==> src/hw/rtl/mlp_inference_classifier_unit_macros.svh <==
// Assertion macros used by the classifier back end (mlp_ic_back).
// Depends on clk_i and rst_ni being present in the module that uses them.
`ifndef MLP_INFERENCE_CLASSIFIER_UNIT_MACROS_SVH
`define MLP_INFERENCE_CLASSIFIER_UNIT_MACROS_SVH

// Plain property, checked every clock out of reset
`define MLP_ASSERT(lbl, prop, msg) \
  lbl: assert property (@(posedge clk_i) disable iff (!rst_ni) (prop)) else $error(msg);

// Same-cycle implication
`define MLP_ASSERT_IMP(lbl, ante, cons, msg) \
  lbl: assert property (@(posedge clk_i) disable iff (!rst_ni) (ante) |-> (cons)) else $error(msg);

// Next-cycle implication
`define MLP_ASSERT_NEXT(lbl, ante, cons, msg) \
  lbl: assert property (@(posedge clk_i) disable iff (!rst_ni) (ante) |=> (cons)) else $error(msg);

`endif

==> src/hw/rtl/mlp_ic_pkg.sv <==
// Package for the MLP classifier: beat types, config struct, constants,
// activation tables and arithmetic helpers. No dependencies.
package mlp_ic_pkg;

  // Default sizing
  localparam int MAX_INPUTS_DEF   = 16;
  localparam int HIDDEN_NODES_DEF = 8;
  localparam int MAX_LAYERS_DEF   = 4;
  localparam int MAX_CLASSES_DEF  = 8;
  localparam int QUEUE_DEPTH      = 2;

  // Activation modes
  localparam logic [1:0] ACT_SIGMOID = 2'd0;
  localparam logic [1:0] ACT_TANH    = 2'd1;
  localparam logic [1:0] ACT_RELU    = 2'd2;

  // Config register indexes
  localparam logic [1:0] CFG_ACT     = 2'd0;
  localparam logic [1:0] CFG_INPUTS  = 2'd1;
  localparam logic [1:0] CFG_LAYERS  = 2'd2;
  localparam logic [1:0] CFG_CLASSES = 2'd3;

  // Input opcodes
  localparam logic OP_WRITE   = 1'b0;
  localparam logic OP_FEATURE = 1'b1;

  localparam int ACC_W = 58;
  localparam logic signed [ACC_W-1:0] ACC_LIM = 58'sh100000000000000;
  localparam logic signed [ACC_W-1:0] S32_MAX = 58'sd2147483647;
  localparam logic signed [ACC_W-1:0] S32_MIN = -58'sd2147483648;
  localparam logic [63:0] EXP_STEP = 64'd4034748382;

  typedef struct packed {
    logic              op;
    logic [8:0]        weight_index;
    logic signed [15:0] weight_value;
    logic signed [15:0] feature;
    logic [2:0]        label;
    logic              last;
  } in_item_t;

  typedef struct packed {
    logic [2:0]         predicted_class;
    logic               label_match;
    logic signed [31:0] best_score;
    logic [31:0]        correct_count;
  } out_item_t;

  typedef struct packed {
    logic [1:0] activation_mode;
    logic [4:0] input_count;
    logic [2:0] layer_count;
    logic [3:0] class_count;
  } cfg_t;

  typedef enum logic [1:0] {
    K_WRITE,
    K_FEAT,
    K_LAST
  } cmd_kind_e;

  // Classified command passed from front to back
  typedef struct packed {
    cmd_kind_e          kind;
    logic [8:0]         addr;
    logic signed [15:0] data;
    logic [2:0]         label;
  } cmd_t;

  typedef logic signed [31:0] act_tab_t [256];

  // Shift-subtract divide, elaboration use only
  function automatic logic [63:0] udiv64(input logic [63:0] n, input logic [63:0] d);
    logic [63:0] q;
    logic [63:0] r;
    q = '0;
    r = '0;
    for (int b = 63; b >= 0; b--) begin
      r = {r[62:0], n[b]};
      if (r >= d) begin
        r = r - d;
        q[b] = 1'b1;
      end
    end
    return q;
  endfunction

  // Sigmoid or tanh table in Q16.16, entry i at x = (i-128)/16
  function automatic act_tab_t build_tab(input logic tanh_sel);
    logic [63:0] pw [257];
    act_tab_t    t;
    logic [63:0] e, e2, d, d2, s, v;
    int          k, m;
    pw[0] = 64'h1_0000_0000;
    pw[1] = EXP_STEP;
    for (int p = 2; p <= 256; p++) begin
      pw[p] = (pw[p-1] * EXP_STEP + 64'h8000_0000) >> 32;
    end
    for (int i = 0; i < 256; i++) begin
      k  = i - 128;
      m  = (k < 0) ? -k : k;
      e  = pw[m];
      e2 = pw[2*m];
      d  = 64'h1_0000_0000 + e;
      d2 = 64'h1_0000_0000 + e2;
      s  = udiv64(64'h1_0000_0000_0000 + (d >> 1), d);
      v  = udiv64((64'h1_0000_0000 - e2) * 64'd65536 + (d2 >> 1), d2);
      if (tanh_sel) begin
        t[i] = (k < 0) ? -32'(v) : 32'(v);
      end else begin
        t[i] = (k < 0) ? 32'(64'd65536 - s) : 32'(s);
      end
    end
    return t;
  endfunction

  localparam act_tab_t SIG_TAB  = build_tab(1'b0);
  localparam act_tab_t TANH_TAB = build_tab(1'b1);

  // Selected activation of a Q16.16 value
  function automatic logic signed [31:0] activate(input logic signed [31:0] x,
                                                  input logic [1:0] mode);
    logic [7:0]         idx;
    logic signed [31:0] sh;
    sh  = x + 32'sd524288;
    idx = sh[19:12];
    if (x < -32'sd524288) begin
      idx = 8'd0;
    end else if (x >= 32'sd524288) begin
      idx = 8'd255;
    end
    if (mode == ACT_SIGMOID) begin
      return SIG_TAB[idx];
    end else if (mode == ACT_TANH) begin
      return TANH_TAB[idx];
    end
    return (x < 0) ? 32'sd0 : x;
  endfunction

  function automatic logic signed [31:0] sat32(input logic signed [ACC_W-1:0] v);
    if (v > S32_MAX) begin
      return 32'sh7fffffff;
    end else if (v < S32_MIN) begin
      return 32'sh80000000;
    end
    return 32'(v);
  endfunction

endpackage

==> src/hw/rtl/mlp_ic_front.sv <==
// Front end: classifies input beats and queues them for the back end.
// Depends on mlp_ic_pkg.
module mlp_ic_front import mlp_ic_pkg::*; #(
  parameter int STORE_DEPTH = 384
) (
  input  logic     clk_i,
  input  logic     rst_ni,
  input  logic     in_valid_i,
  output logic     in_ready_o,
  input  in_item_t in_data_i,
  output logic     cmd_valid_o,
  input  logic     cmd_ready_i,
  output cmd_t     cmd_o
);

  localparam int QPW = (QUEUE_DEPTH > 1) ? $clog2(QUEUE_DEPTH) : 1;
  localparam int QCW = $clog2(QUEUE_DEPTH + 1);

  cmd_t           queue_q [QUEUE_DEPTH];
  logic [QPW-1:0] wr_ptr_q, wr_ptr_d, rd_ptr_q, rd_ptr_d;
  logic [QCW-1:0] cnt_q, cnt_d;
  cmd_t           cls;
  logic           keep, push, pop;

  // Classify: out-of-range writes are dropped here
  always_comb begin
    cls.addr  = in_data_i.weight_index;
    cls.label = in_data_i.label;
    if (in_data_i.op == OP_WRITE) begin
      cls.kind = K_WRITE;
      cls.data = in_data_i.weight_value;
      keep     = (32'(in_data_i.weight_index) < STORE_DEPTH);
    end else begin
      cls.kind = in_data_i.last ? K_LAST : K_FEAT;
      cls.data = in_data_i.feature;
      keep     = 1'b1;
    end
  end

  assign in_ready_o  = (cnt_q < QCW'(QUEUE_DEPTH));
  assign push        = in_valid_i && in_ready_o && keep;
  assign cmd_valid_o = (cnt_q != '0);
  assign pop         = cmd_valid_o && cmd_ready_i;
  assign cmd_o       = queue_q[rd_ptr_q];

  // Pointer update
  always_comb begin
    wr_ptr_d = wr_ptr_q;
    rd_ptr_d = rd_ptr_q;
    cnt_d    = cnt_q;
    if (push) begin
      wr_ptr_d = (wr_ptr_q == QPW'(QUEUE_DEPTH - 1)) ? '0 : wr_ptr_q + 1'b1;
    end
    if (pop) begin
      rd_ptr_d = (rd_ptr_q == QPW'(QUEUE_DEPTH - 1)) ? '0 : rd_ptr_q + 1'b1;
    end
    if (push && !pop) begin
      cnt_d = cnt_q + 1'b1;
    end else if (pop && !push) begin
      cnt_d = cnt_q - 1'b1;
    end
  end

  always_ff @(posedge clk_i or negedge rst_ni) begin
    if (!rst_ni) begin
      wr_ptr_q <= '0;
      rd_ptr_q <= '0;
      cnt_q    <= '0;
    end else begin
      wr_ptr_q <= wr_ptr_d;
      rd_ptr_q <= rd_ptr_d;
      cnt_q    <= cnt_d;
    end
  end

  // Queue storage
  always_ff @(posedge clk_i) begin
    if (push) begin
      queue_q[wr_ptr_q] <= cls;
    end
  end

endmodule

==> config.mk <==
export PLATFORM = sky130hd
export DESIGN_NAME = mlp_ic_front
export DESIGN_NICKNAME = d
export VERILOG_FILES = /design/src/hw/rtl/mlp_inference_classifier_unit_macros.svh /design/src/hw/rtl/mlp_ic_pkg.sv /design/src/hw/rtl/mlp_ic_front.sv
export SDC_FILE = /design/constraint.sdc
export NUM_CORES = 1
export LEC_CHECK = 0
export BUFFER_PORTS_ARGS = -buffer_cell sky130_fd_sc_hd__buf_2
export CORE_UTILIZATION = 40
export DETAILED_ROUTE_END_ITERATION = 8
export SLEW_MARGIN = 20
export SYNTH_ARGS = -nofsm -noshare
export SYNTH_HDL_FRONTEND = slang
export SYNTH_SLANG_ARGS = --single-unit
==> constraint.sdc <==
create_clock -name clk_i -period 2.7 [get_ports clk_i]
set_input_delay 0.405 -clock clk_i [delete_from_list [all_inputs] [get_ports clk_i]]
set_output_delay 0.405 -clock clk_i [all_outputs]
set_load 0.1 [all_outputs]
==> results.toml, run 1 <==
[outcome]
status = "completed"

[synth]
syn_area_um2 = 2630
synth_common_cells = "60 x sky130_fd_sc_hd__edfxtp_1, 38 x sky130_fd_sc_hd__mux2_2, 8 x sky130_fd_sc_hd__mux2_4"
ys_async_sr_fraction_pct = 6.25
synthesis.yosys.warnings = 0
netlist.area_leader.share_pct = 68.5
synth_top_cells_by_area = "sky130_fd_sc_hd__edfxtp_1 69%, sky130_fd_sc_hd__mux2_2 16%, sky130_fd_sc_hd__mux2_4 4.6%"
synth_cell_types = 17
yosys.cell_count.top_type = "sky130_fd_sc_hd__edfxtp_1"
postSynth.topFlopCell = "sky130_fd_sc_hd__edfxtp_1"
synthesis_stage_register_bit_count = 64
synth_edf_count = 60
seq_area_frac_synth_pct = 72.3
syn-num-nets = 184
synth_area_leader_cell = "sky130_fd_sc_hd__edfxtp_1"
synth.avg_cell_area_um2 = 19.8
synthCells = 133

[final_layout]
post_route_cells_drive_above_1_share_pct = 63.2
final_core_utilization_pct = 53.8
final_nets = 277
design_area_um2 = 3410
areaGrowthSynthToFinish_pct = 29.8
num-fill-cells = 542
insertedDiodeCount = 0

[global_routing]
overflow_left_after_global_routing = 0
grt_pass1_wl_um = 7380
number_of_antenna_violations_at_the_first_check_in_global_routing = 0
vias_in_the_first_global_route = 1553
grt_start_max_net_pins = 31
aggregate_global_route_resource_usage_pct = 14.4

[sta]
hold_violations_final = 0
setup_viol = 0
maxSlewViolCount = 0
fin_setup_tns_ns = 0
max_slew_headroom_at_the_worst_pin_pct = 67.4
tightestPinTransition_ns = 0.493
period_needed_ns = 2.01
worst_clock_skew_ns = 0.00613
period_share_pct = 74.6
unrepaired_setup_endpoints_after_global_routing = "false"
timing.fmax_ghz = 0.497

[route]
initial_drc_count = 48
antenna_left = 0
wl_um = 4570
detail_route.wl_per_cell_um = 14.8
detailroute.via_count = 1435
route.detailed.drc = 0
detail_route.vias_per_cell = 4.66
drt-pass1-iter-count = 4

[critical_path]
cp_data_required_time_ns = 2.30
rrSetupSlack_ns = 1.13
path_cells = "buf_4 > mux2_2 > buf_2"
crit_path_max_cell_delay_ns = 0.38
crit_end = "cmd_o[5]"
critPathKind = "register to output port"
ff2ff_path_depth = 5
setup.worst_path.start_class = "register"
critical_path_arrival_ns = 1.61
worst_r2r_startpoint = "cnt_q[1]$_DFFE_PN0P_"
critical_path_origin = "rd_ptr_q$_DFFE_PN0P_"
rr_endpoint = "queue_q[1][0]$_DFFE_PP_"
library_cell_contributing_the_largest_single_delay_on_the_critical_path = "sky130_fd_sc_hd__mux2_2"
cp_max_fo = 18
critPathCaptureType = "output port"

[clock_network]
buffers_from_clock_root_to_sink_at_most = 2
htree_levels = 3
clock_sinks = 64
post_cts_clock_slew_at_the_launch_and_capture_registers_of_the_worst_setup_and_hold_paths_ns = 0.07
cts.repair_timing.setup_buffer_count = 0
ctsRootBufferMaster = "sky130_fd_sc_hd__clkbuf_8"
clk-insertion-delay-late_ns = 0.33
cts_tree = "yes"
tritoncts.num_buffers = 9

[placed_design]
globalplace.congestion = 0.740
dp_hpwl_um = 3050
buffer_ports.inserted = 81
dpl-instance-area_um2 = 3250

[hold_path]
min_path_type = "primary input to register"
hold_depth = 1

[die]
die_area_um2 = 6900
number_of_top_level_pins = 82
std_cell_rows = 29
floorplan.die.height_um = 83.1
effective_utilization_at_floorplan_pct = 41.4
floorplan.core_area_um2 = 6350
die_x_um = 83.1

[run]
maxCapViolCount = 0
## sequential cells by signal (all words and copies together), names as in the netlist
name,cells
wr_ptr_q,1
rd_ptr_q,1
cnt_q,2
queue_q,60
## worst min-delay path by stage
| stage | startpoint | to | slack (ns) |
|---|---|---|---|
| 2_1_floorplan | rst_ni | cnt_q[0]$_DFFE_PN0P_ | 0.11 |
| 5_1_grt | in_data_i[38] | queue_q[0][21]$_DFFE_PP_ | 0.25 |
| 3_5_place_dp | rst_ni | cnt_q[1]$_DFFE_PN0P_ | 0.22 |
| 4_1_cts | in_data_i[39] | queue_q[1][22]$_DFFE_PP_ | 0.24 |
| 6_report | in_data_i[39] | queue_q[1][22]$_DFFE_PP_ | 0.26 |
| 3_3_place_gp | rst_ni | cnt_q[1]$_DFFE_PN0P_ | 0.22 |
## cells by family after synthesis
family          share of synthesized area, %
fa+ha+maj                              0.476
buf+inv                                 2.62
xor+xnor                                1.67
flops                                   72.3
compound gates                         0.333
mux                                     20.8
simple gates                            1.76
## critical path, delay by kind of cell (launching register included)
kind	cells	cell delay, ns
multiplexers	1	0.38
flip-flops	1	0.34
buffers and inverters	2	0.56
## per-layer routing
layer | wire, µm | vias to the layer above | track usage (%)
met1 | 2030 | 672 | 17.3
li1 | - | 695 | -
met5 | 0 | - | 0
met3 | 214 | 9 | 3.88
met2 | 2260 | 59 | 23.6
met4 | 69 | 0 | 7.52
## layout by cell type, fill, tap and decap left out
cell and count:
sky130_fd_sc_hd__buf_2 72, sky130_fd_sc_hd__edfxtp_1 60, sky130_fd_sc_hd__mux2_2 38, sky130_fd_sc_hd__clkbuf_8 9, sky130_fd_sc_hd__buf_12 9, sky130_fd_sc_hd__mux2_4 8, sky130_fd_sc_hd__buf_4 5, sky130_fd_sc_hd__xnor2_1 4
sky130_fd_sc_hd__dfrtp_1 4, sky130_fd_sc_hd__clkinv_1 3, sky130_fd_sc_hd__clkinv_2 3, sky130_fd_sc_hd__nand2_1 2, sky130_fd_sc_hd__nor2b_1 2, sky130_fd_sc_hd__inv_1 2, sky130_fd_sc_hd__and2_1 2, sky130_fd_sc_hd__o21ai_2 1
sky130_fd_sc_hd__or2_1 1, sky130_fd_sc_hd__nor2_4 1, sky130_fd_sc_hd__xor2_1 1, sky130_fd_sc_hd__nor2_1 1, sky130_fd_sc_hd__ha_1 1, sky130_fd_sc_hd__clkbuf_1 1, sky130_fd_sc_hd__dlygate4sd3_1 1
## final cells by class
type	count	area (µm²)	share of cell area [%]
clock buffer	10	128	3.74
clock inverter	6	26.3	0.770
multi-input combinational	62	667	19.5
tap	77	96.3	2.82
inverter	2	7.51	0.220
timing repair buffer	87	588	17.2
sequential	64	1900	55.7
## timing repair
action | 4_1_cts | 5_1_grt
hold buffers | 1 | 0
resized for setup | 0 | 0
hold endpoints to repair | 4 | 0
## through the flow
step | std cells | hold WS, ns | setup WS [ns]
final | 308 | 0.259 | 0.687
after global routing | 308 | 0.247 | 0.601
after CTS | 308 | 0.242 | 0.650
after detailed placement | 291 | 0.219 | 0.992
after global placement | 291 | 0.218 | 0.998
after floorplan | 133 | 0.109 | 0.374
Power of run 1 is left out: the tool's default activity adds up to more than one toggle a clock period on the data nets, which glitch-free logic cannot reach.
==> run 2: changes to the inputs <==
--- a/config.mk
+++ b/config.mk
@@ -8,6 +8,7 @@
 export BUFFER_PORTS_ARGS = -buffer_cell sky130_fd_sc_hd__buf_2
 export CORE_UTILIZATION = 40
 export DETAILED_ROUTE_END_ITERATION = 8
+export PLACE_DENSITY = 0.67
 export SLEW_MARGIN = 20
 export SYNTH_ARGS = -nofsm -noshare
 export SYNTH_HDL_FRONTEND = slang
==> constraint.sdc (replaced) <==
create_clock -name clk_i -period 1.8 [get_ports clk_i]
set_input_delay 0.27 -clock clk_i [delete_from_list [all_inputs] [get_ports clk_i]]
set_output_delay 0.27 -clock clk_i [all_outputs]
set_load 0.1 [all_outputs]
==> run 2 against run 1 <==
Clock skew rose by 0.0010 ns; core utilization rose by 6.8 points; global-route usage decreased by 0.35 points; final area increased by 13%; non-clock buffer count rose by 3; hold slack worse by 0.14 ns; critical path depth unchanged; cell count rose by 0.97%; first-iteration DRC count up 71%; register-to-register slack got worse by 0.80 ns; via count up 1.6%; routed wire length rose by 0.13%; critical path type unchanged.
==> results.toml, run 2 (synthesis results as in run 1) <==
[clock_network]
post_cts_clock_slew_at_the_launch_and_capture_registers_of_the_worst_setup_and_hold_paths_ns = 0.07
cts_tree = "yes"
clock_sinks = 64
buffers_from_clock_root_to_sink_at_most = 2
clk-insertion-delay-late_ns = 0.33
cts.repair_timing.setup_buffer_count = 0
tritoncts.num_buffers = 9
ctsRootBufferMaster = "sky130_fd_sc_hd__clkbuf_8"
htree_levels = 3

[critical_path]
cp_data_required_time_ns = 1.53
cp_max_fo = 16
path_cells = "buf_12 > mux2_2 > buf_12"
critical_path_arrival_ns = 1.47
critPathCaptureType = "output port"
library_cell_contributing_the_largest_single_delay_on_the_critical_path = "sky130_fd_sc_hd__dfrtp_2"
setup.worst_path.start_class = "register"
critPathKind = "register to output port"
worst_path_most_repeated_cell = "sky130_fd_sc_hd__buf_12"
crit_path_max_cell_delay_ns = 0.42

[die]
effective_utilization_at_floorplan_pct = 41.4
die_x_um = 83.1
floorplan.die.height_um = 83.1
std_cell_rows = 29
floorplan.core_area_um2 = 6350
die_area_um2 = 6900
number_of_top_level_pins = 82

[outcome]
status = "completed"

[run]
maxCapViolCount = 0

[route]
antenna_left = 0
drt-pass1-iter-count = 4
detailroute.via_count = 1458
detail_route.wl_per_cell_um = 14.7
detail_route.vias_per_cell = 4.69
wl_um = 4580
initial_drc_count = 82
route.detailed.drc = 0

[sta]
post-route-worst-setup-slack_ns = 0.0577
worst_hold_slack_ns = 0.124
max_slew_headroom_at_the_worst_pin_pct = 67.8
timing.fmax_ghz = 0.574
period_needed_ns = 1.74
period_share_pct = 96.8
tightestPinTransition_ns = 0.487
unrepaired_setup_endpoints_after_global_routing = "true"
hold_violations_final = 0
maxSlewViolCount = 0
setup_viol = 0
worst_clock_skew_ns = 0.00714

[final_layout]
max_ffs_per_register = 60
largestRegisters = "queue_q: 60 flops, cnt_q: 2 flops"
layout_commonest_cell = "sky130_fd_sc_hd__edfxtp_1"
largest-register = "queue_q"
final_nets = 280
post_route_cells_drive_above_1_share_pct = 65.0
layout.cells.most_common_list = "60 x sky130_fd_sc_hd__edfxtp_1, 51 x sky130_fd_sc_hd__buf_2, 38 x sky130_fd_sc_hd__mux2_2"
final_core_utilization_pct = 60.5
areaGrowthSynthToFinish_pct = 46.1
insertedDiodeCount = 0

[placed_design]
buffer_ports.inserted = 81
preCtsSetupSlack_ns = 0.330
dp_hpwl_um = 3060
globalplace.congestion = 0.660

[global_routing]
vias_in_the_first_global_route = 1517
grt_start_max_net_pins = 32
aggregate_global_route_resource_usage_pct = 14.0
number_of_antenna_violations_at_the_first_check_in_global_routing = 0
grt_pass1_wl_um = 7290
overflow_left_after_global_routing = 0

[hold_path]
min_path_type = "primary input to register"
-- run 2: layer usage --
layer	routed length (µm)	track usage, %
met1	1950	17.1
met5	0	0
met2	2250	22.3
met4	51	4.70
met3	330	6.16
-- run 2: path summary, 6_finish.rpt --
| check | startpoint | end | slack, ns | cells after the start |
|---|---|---|---|---|
| worst max register to register | cnt_q[1]$_DFFE_PN0P_ | queue_q[1][13]$_DFFE_PP_ | 0.33 | 5 |
| worst min register to register | cnt_q[0]$_DFFE_PN0P_ | cnt_q[0]$_DFFE_PN0P_ | 0.53 | 1 |
| min in group asynchronous | rst_ni | cnt_q[1]$_DFFE_PN0P_ | 0.27 | 2 |
| max in group asynchronous | rst_ni | rd_ptr_q$_DFFE_PN0P_ | 1.39 | 2 |
| worst max-delay path | rd_ptr_q$_DFFE_PN0P_ | cmd_o[11] | 0.06 | 3 |
| worst min-delay path | in_data_i[2] | queue_q[0][1]$_DFFE_PP_ | 0.12 | 1 |
-- run 2: what timing repair did --
item | CTS | global route
endpoints found under the hold margin | 4 | 0
hold buffers | 1 | 0
endpoints found under the setup margin | 0 | 30
resized for setup | 0 | 1
-- run 2: area by class of cell --
type / count / area, µm²
clock buffers: 9 / 124
clock inverters: 7 / 86.3
repair buffers: 90 / 960
fillers: 460 / 2510
multi-input cells: 62 / 667
flip-flops and latches: 64 / 1900
inverters: 2 / 7.51
well taps: 77 / 96.3
-- run 2: critical path: cells and delay by family (launching register included) --
family | cells | cell delay, ns
muxes | 1 | 0.38
DFF | 1 | 0.42
buffers and inverters | 2 | 0.34
-- run 2: metrics by stage --
step,setup TNS [ns],area (µm²),cells
global route,-0.0528,3840,311
finish,0,3840,311
detailed placement,0,3590,292
CTS,0,3810,309
floorplan,-0.00654,2630,133
global placement,0,3590,292
Power of run 2 is left out for the same reason.
